### src/rtl/sgp_pkg.sv
// ----------------------------------------------------------------------------
// sgp_pkg: sign product segment tree package
// Sign codes, operation codes, the node product and the result word shared by
// the tree walker and the top level.
// ----------------------------------------------------------------------------
package sgp_pkg;

    typedef logic [1:0] t_sign;

    localparam t_sign SIGN_POS  = 2'b01;
    localparam t_sign SIGN_NEG  = 2'b11;
    localparam t_sign SIGN_ZERO = 2'b00;

    typedef logic [1:0] t_op;

    localparam t_op OP_CHANGE = 2'd0;
    localparam t_op OP_QUERY  = 2'd1;
    localparam t_op OP_CLEAR  = 2'd2;

    typedef struct packed {
        logic  vld;
        t_sign sign;
    } t_res;

    function automatic t_sign sign_mul(input t_sign a, input t_sign b);
        t_sign r;
        if ((a == SIGN_ZERO) || (b == SIGN_ZERO)) begin
            r = SIGN_ZERO;
        end else if (a[1] ^ b[1]) begin
            r = SIGN_NEG;
        end else begin
            r = SIGN_POS;
        end
        return r;
    endfunction

    function automatic t_sign sign_of16(input logic signed [15:0] v);
        t_sign r;
        if (v == 16'sd0) begin
            r = SIGN_ZERO;
        end else if (v[15]) begin
            r = SIGN_NEG;
        end else begin
            r = SIGN_POS;
        end
        return r;
    endfunction

endpackage

### src/rtl/sgp_walker.sv
// ----------------------------------------------------------------------------
// sgp_walker: tree walk sequencer
// Walks the tree through the shared sign product, one operation at a time:
// leaf write and ancestor rebuild, range product walk, and clearing sweep.
// ----------------------------------------------------------------------------
module sgp_walker #(
    parameter int LEAVES = 1024,
    parameter int NODE_W = 11
) (
    input  logic               i_clk,
    input  logic               i_rst_n,
    input  logic               i_start,
    input  sgp_pkg::t_op       i_operation,
    input  logic [9:0]         i_element_index,
    input  logic signed [15:0] i_new_value,
    input  logic [9:0]         i_range_first,
    input  logic [9:0]         i_range_last,
    input  logic               i_out_busy,
    output logic               o_busy,
    output sgp_pkg::t_res      o_res,
    output logic               o_we,
    output logic [NODE_W-1:0]  o_waddr,
    output sgp_pkg::t_sign     o_wdata,
    output logic [NODE_W-1:0]  o_raddr,
    input  sgp_pkg::t_sign     i_rdata
);

    localparam int          LW       = NODE_W + 1;
    localparam logic [31:0] LEAVES_W = 32'(LEAVES);
    localparam logic [NODE_W-1:0] LAST_NODE = NODE_W'(2 * LEAVES - 1);
    localparam logic [NODE_W-1:0] ROOT      = NODE_W'(1);

    typedef enum logic [5:0] {
        S_IDLE  = 6'b000001,
        S_UP    = 6'b000010,
        S_QRY   = 6'b000100,
        S_DRAIN = 6'b001000,
        S_CLR   = 6'b010000,
        S_SPARE = 6'b100000
    } t_state;

    t_state            r_state, n_state;
    logic [NODE_W-1:0] r_node, n_node;
    sgp_pkg::t_sign    r_val, n_val;
    logic [LW-1:0]     r_lo, n_lo;
    logic [LW-1:0]     r_hi, n_hi;
    logic              r_phase, n_phase;
    logic              r_pend, n_pend;
    sgp_pkg::t_sign    r_acc, n_acc;
    logic [NODE_W-1:0] r_cnt, n_cnt;

    always_comb begin
        logic [NODE_W-1:0] leaf;
        logic [NODE_W-1:0] parent;
        sgp_pkg::t_sign    pv;
        logic [31:0]       first32;
        logic [31:0]       last32;
        logic [LW-1:0]     hi_t;

        n_state = r_state;
        n_node  = r_node;
        n_val   = r_val;
        n_lo    = r_lo;
        n_hi    = r_hi;
        n_phase = r_phase;
        n_pend  = 1'b0;
        n_cnt   = r_cnt;
        n_acc   = r_pend ? sgp_pkg::sign_mul(r_acc, i_rdata) : r_acc;
        o_we    = 1'b0;
        o_waddr = '0;
        o_wdata = sgp_pkg::SIGN_POS;
        o_raddr = '0;
        o_res   = '0;

        leaf    = NODE_W'(32'(i_element_index) + LEAVES_W);
        parent  = {1'b0, r_node[NODE_W-1:1]};
        pv      = sgp_pkg::sign_mul(r_val, i_rdata);
        first32 = 32'(i_range_first);
        last32  = (32'(i_range_last) >= LEAVES_W) ? (LEAVES_W - 32'd1) : 32'(i_range_last);
        hi_t    = r_hi;

        case (r_state)
            S_IDLE: begin
                if (i_start) begin
                    case (i_operation)
                        sgp_pkg::OP_CHANGE: begin
                            if (32'(i_element_index) < LEAVES_W) begin
                                o_we    = 1'b1;
                                o_waddr = leaf;
                                o_wdata = sgp_pkg::sign_of16(i_new_value);
                                o_raddr = leaf ^ ROOT;
                                n_node  = leaf;
                                n_val   = sgp_pkg::sign_of16(i_new_value);
                                n_state = S_UP;
                            end
                        end
                        sgp_pkg::OP_QUERY: begin
                            if (first32 > last32) begin
                                n_lo = '0;
                                n_hi = '0;
                            end else begin
                                n_lo = LW'(first32 + LEAVES_W);
                                n_hi = LW'(last32 + LEAVES_W + 32'd1);
                            end
                            n_phase = 1'b0;
                            n_acc   = sgp_pkg::SIGN_POS;
                            n_state = S_QRY;
                        end
                        sgp_pkg::OP_CLEAR: begin
                            n_cnt   = '0;
                            n_state = S_CLR;
                        end
                        default: begin
                        end
                    endcase
                end
            end
            S_UP: begin
                o_we    = 1'b1;
                o_waddr = parent;
                o_wdata = pv;
                if (parent == ROOT) begin
                    n_state = S_IDLE;
                end else begin
                    n_node  = parent;
                    n_val   = pv;
                    o_raddr = parent ^ ROOT;
                end
            end
            S_QRY: begin
                if (!r_phase) begin
                    if (r_lo < r_hi) begin
                        if (r_lo[0]) begin
                            o_raddr = r_lo[NODE_W-1:0];
                            n_pend  = 1'b1;
                            n_lo    = r_lo + LW'(1);
                        end
                        n_phase = 1'b1;
                    end else begin
                        n_state = S_DRAIN;
                    end
                end else begin
                    if (r_hi[0]) begin
                        hi_t    = r_hi - LW'(1);
                        o_raddr = hi_t[NODE_W-1:0];
                        n_pend  = 1'b1;
                    end
                    n_lo    = r_lo >> 1;
                    n_hi    = hi_t >> 1;
                    n_phase = 1'b0;
                end
            end
            S_DRAIN: begin
                if (!r_pend && !i_out_busy) begin
                    o_res.vld  = 1'b1;
                    o_res.sign = r_acc;
                    n_state    = S_IDLE;
                end
            end
            S_CLR: begin
                o_we    = 1'b1;
                o_waddr = r_cnt;
                o_wdata = sgp_pkg::SIGN_POS;
                n_cnt   = r_cnt + NODE_W'(1);
                if (r_cnt == LAST_NODE) begin
                    n_state = S_IDLE;
                end
            end
            default: begin
                n_state = S_IDLE;
            end
        endcase
    end

    assign o_busy = (r_state != S_IDLE);

    always_ff @(posedge i_clk) begin
        if (!i_rst_n) begin
            r_state <= S_CLR;
            r_cnt   <= '0;
            r_pend  <= 1'b0;
            r_phase <= 1'b0;
        end else begin
            r_state <= n_state;
            r_cnt   <= n_cnt;
            r_pend  <= n_pend;
            r_phase <= n_phase;
        end
    end

    always_ff @(posedge i_clk) begin
        r_node <= n_node;
        r_val  <= n_val;
        r_lo   <= n_lo;
        r_hi   <= n_hi;
        r_acc  <= n_acc;
    end

`ifndef SYNTHESIS
    // reset always starts the clearing sweep from node zero
    a_reset_clears: assert property (@(posedge i_clk)
        !i_rst_n |=> (r_state == S_CLR) && (r_cnt == '0))
        else $error("reset did not start the clearing sweep");

    // the rebuild never stands on the root
    a_up_below_root: assert property (@(posedge i_clk) disable iff (!i_rst_n)
        (r_state == S_UP) |-> (r_node > ROOT))
        else $error("rebuild walk reached the root");

    // range walk bounds never cross
    a_range_order: assert property (@(posedge i_clk) disable iff (!i_rst_n)
        (r_state == S_QRY) |-> (r_lo <= r_hi))
        else $error("range walk bounds crossed");

    // a result word leaves only after the last node read is folded in
    a_res_settled: assert property (@(posedge i_clk) disable iff (!i_rst_n)
        o_res.vld |-> (r_state == S_DRAIN) && !r_pend && (r_acc != 2'b10))
        else $error("result word before accumulation settled");
`endif

endmodule
### config.mk
export PLATFORM = sky130hd
export DESIGN_NAME = sgp_walker
export DESIGN_NICKNAME = d
export VERILOG_FILES = /design/src/rtl/sgp_pkg.sv /design/src/rtl/sgp_walker.sv
export SDC_FILE = /design/constraint.sdc
export NUM_CORES = 1
export LEC_CHECK = 0
export BUFFER_PORTS_ARGS = -buffer_cell sky130_fd_sc_hd__clkbuf_2
export CELL_PAD_IN_SITES_DETAIL_PLACEMENT = 1
export CELL_PAD_IN_SITES_GLOBAL_PLACEMENT = 2
export CORE_UTILIZATION = 36
export CTS_BUF_LIST = sky130_fd_sc_hd__clkbuf_8
export DETAILED_ROUTE_END_ITERATION = 16
export PLACE_DENSITY = 0.91
export SYNTH_ARGS = -nofsm -noshare
export SYNTH_HDL_FRONTEND = slang
export SYNTH_SLANG_ARGS = --single-unit
### constraint.sdc
create_clock -name i_clk -period 6.29 [get_ports i_clk]
set_clock_uncertainty 0.2 [all_clocks]
set_input_delay 0.9435 -clock i_clk [delete_from_list [all_inputs] [get_ports i_clk]]
set_output_delay 0.9435 -clock i_clk [all_outputs]
set_load 0.02 [all_outputs]
==> run summary <==
Worst path arrival time = 3320 ps
Number of synthesized flops with an enable pin = 36
R2R Path End = r_lo[1]$_DFFE_PP_
Status = complete, no violations
Worst Hold Class = reg -> reg
Final setup violation count = 0
HP Start = r_cnt[1]$_SDFFE_PN0P_
Crit path cell chain = ha_1, a211oi_1, o21ai_0, a21oi_1, o21ai_1, nor2_1, a221o_1, clkbuf_2
Max-Slew Margin vs Limit = 21.9%
DR WL/cell = 17.8 um
Max IR drop VDD = 0.119 mV
Fmax = 224 MHz
R2R Setup Slk = 3180 ps
Std-Cell Rows = 37
Top_reg_cell synth = edfxtp_1
First-pass GRT wire length = 18.1 mm
Ys async rst share = 0%
CTS tree = yes
Sequential share of the synthesized area = 39.2%
Syn_nets = 506
Hold-critical path depth = 2
Placed inst area = 4300 sq um
Initial DRC count = 141
Congestion Overflow GR = 0
Synth Area in Adders = 8.61%
Routed Antenna Nets = 0
CP peak stage delay = 830 ps
Avg Cell Area, Syn = 8.87 sq um
Final Cell Area = 4400 sq um
Post-CTS setup repair buffer count = 0
Final wirelength = 11.3 mm
Fin Setup TNS = 0 ps
Mux share of post-synthesis cell area = 0.265%
Hold path endpoint = r_cnt[1]$_SDFFE_PN0P_
Mapped Area = 3780 sq um
Initial Util = 36.9%
Die area = 10900 sq um
Worst Path Buf+Inv = 1
Final net count = 579
Gr usage total = 21.1%
Max FO, Critical Path = 12
Clk Latency, worst-skew pair = 320 ps
IO Count = 83
WP data required = 5150 ps
Reg-to-reg startpoint = r_lo[2]$_DFFE_PP_
Hold Vio Cnt, Final = 0
Num CTS Buffers = 5
Reg clk slew, reported paths = 110 ps
RSZ-0062 raised after global routing = no
Clk sinks = 56
H-tree depth = 2
Synth unique cells = 51
Hold buffer count at cts = 0
Routability Congestion = 0.797
Leak = 2.00 nW
DRT Pass-1 Iters = 4
Slowest-stage cell, CP = nor2_1
Max-slew violations = 0
Core area = 10200 sq um
Critical path startpoint category = flip-flop
Layout cells sized above 1 = 19.6%
Vias in the first global route = 3680
Post-synthesis compound-gate area fraction = 18.3%
Post-Synthesis Cells = 426
Synth-to-Final Area Change = 16.6%
Post-synthesis xor/xnor area fraction = 6.49%
Crit path time final = 4460 ps
Crit path depth = 8
Vias = 3500
Simple-Gate Fraction of Synth Area = 22.4%
# Max-Cap Violations = 0
Synth warn = 0
Pwr/cell area = 219 nW/um^2
WS Path Type = reg -> out
Initial antenna violation count = 0
Largest family of logic cells by synthesized area = simple AND/OR/NAND/NOR gates
CP top delay family = compound AO/OA/AOI/OAI gates
Worst setup startpoint = r_lo[2]$_DFFE_PP_
Cells on worst reg2reg path = 6
Worst Max-Slew Pin Slew = 1170 ps
Number of port buffers = 82
Root Buffer = clkbuf_8
Ant diodes = 0
DR vias/cell = 5.50
Die H = 104 um
Residual DRC count = 0
Register bit count reported by yosys = 56
Post-cts sizing count = 0
Max clock buf depth = 2
Worst Setup End Kind = output port
Post-DP HPWL = 9.05 mm
Crit share post-route = 71.0%
Die width = 104 um
Largest net degree at the start of global routing = 17
## cells in the mapped netlist, drive strengths merged (3+ instances only)
cell type / number / area, sq um
a21oi: 16 / 80.1
edfxtp: 36 / 1080
and4: 3 / 26.3
and3: 6 / 37.5
nand4: 7 / 43.8
or4: 3 / 26.3
a21o: 15 / 113
a221o: 18 / 180
a22o: 3 / 26.3
nor2: 30 / 113
o22ai: 11 / 68.8
nand2: 78 / 293
xor2: 11 / 96.3
inv: 31 / 116
nor4: 7 / 43.8
dfxtp: 20 / 400
ha: 26 / 325
xnor2: 17 / 149
nand3: 15 / 80.1
and2: 5 / 31.3
clkbuf: 15 / 56.3
nor3: 6 / 30.0
o21ai: 12 / 63.8
or2: 3 / 18.8
a31oi: 3 / 18.8
## tightest hold or removal path: stages (launching register included)
cell and delay, ps:
dfxtp_1 360, nand2_1 70, a21oi_1 50
## flip-flops by register name (all words and copies together) (netlist names)
register / cells
r_hi: 12
r_node: 10
r_acc: 2
r_lo: 12
r_phase: 1
r_pend: 1
r_cnt: 11
r_state: 5
r_val: 2
## worst max-delay path by stage
stage,end,slack (ps)
detailed placement,o_raddr[1],2200
global placement,o_raddr[2],2320
finish,o_raddr[1],1830
CTS,o_raddr[1],1830
floorplan,o_raddr[10],3020
global route,o_raddr[2],1570
## per-stage QoR
stage / cells / utilization, % / hold WS (ps) / setup slack [ps] / power [mW]
2_1_floorplan: 426 / - / 274 / 3020 / 0.633
3_3_place_gp: 628 / 42.0 / 304 / 2320 / 0.716
3_5_place_dp: 628 / 42.0 / 317 / 2200 / 0.727
4_1_cts: 636 / 43.0 / 331 / 1830 / 0.968
5_1_grt: 636 / 43.0 / 355 / 1570 / 1.01
6_report: 636 / 43.0 / 328 / 1830 / 0.966
## report_power, final
group,total (mW),internal [mW],switching [mW]
Combinational,0.284,0.103,0.180
Clock,0.247,0.117,0.130
Sequential,0.435,0.413,0.0226
Total,0.966,0.633,0.333
## kinds of logic (layout without fill, tap and decap cells)
group | count (synthesis) | in the layout
xor+xnor | 28 | 28
compound gates | 92 | 92
flops | 56 | 56
fa+ha+maj | 26 | 26
mux | 1 | 1
simple gates | 176 | 176
buf+inv | 47 | 121
## per-layer routing
metal	vias to the layer above	global-route usage (%)	wire [um]
met5	-	0	0
met4	0	5.10	165
met3	17	3.63	436
met2	92	39.3	5630
met1	1699	24.8	5080
li1	1692	-	-
## placed cells by master (no fill, tap or decap), drive strengths merged, types with 12 or more instances in the layout
cell type / n
edfxtp: 36
nand2: 78
nor2: 30
a21oi: 16
dfxtp: 20
inv: 32
a221o: 18
xnor2: 17
ha: 26
nand3: 15
a21o: 15
o21ai: 12
clkbuf: 87
## final cells by class
| type | instances | area (sq um) |
|---|---|---|
| fill | 1255 | 5830 |
| multi-input combinational | 323 | 2120 |
| sequential | 56 | 1480 |
| timing repair buffer | 82 | 410 |
| tap | 136 | 170 |
| inverter | 31 | 116 |
| clock buffer | 5 | 68.8 |
| clock inverter | 3 | 38.8 |
Note: power is estimated with default switching activity, not from simulation.
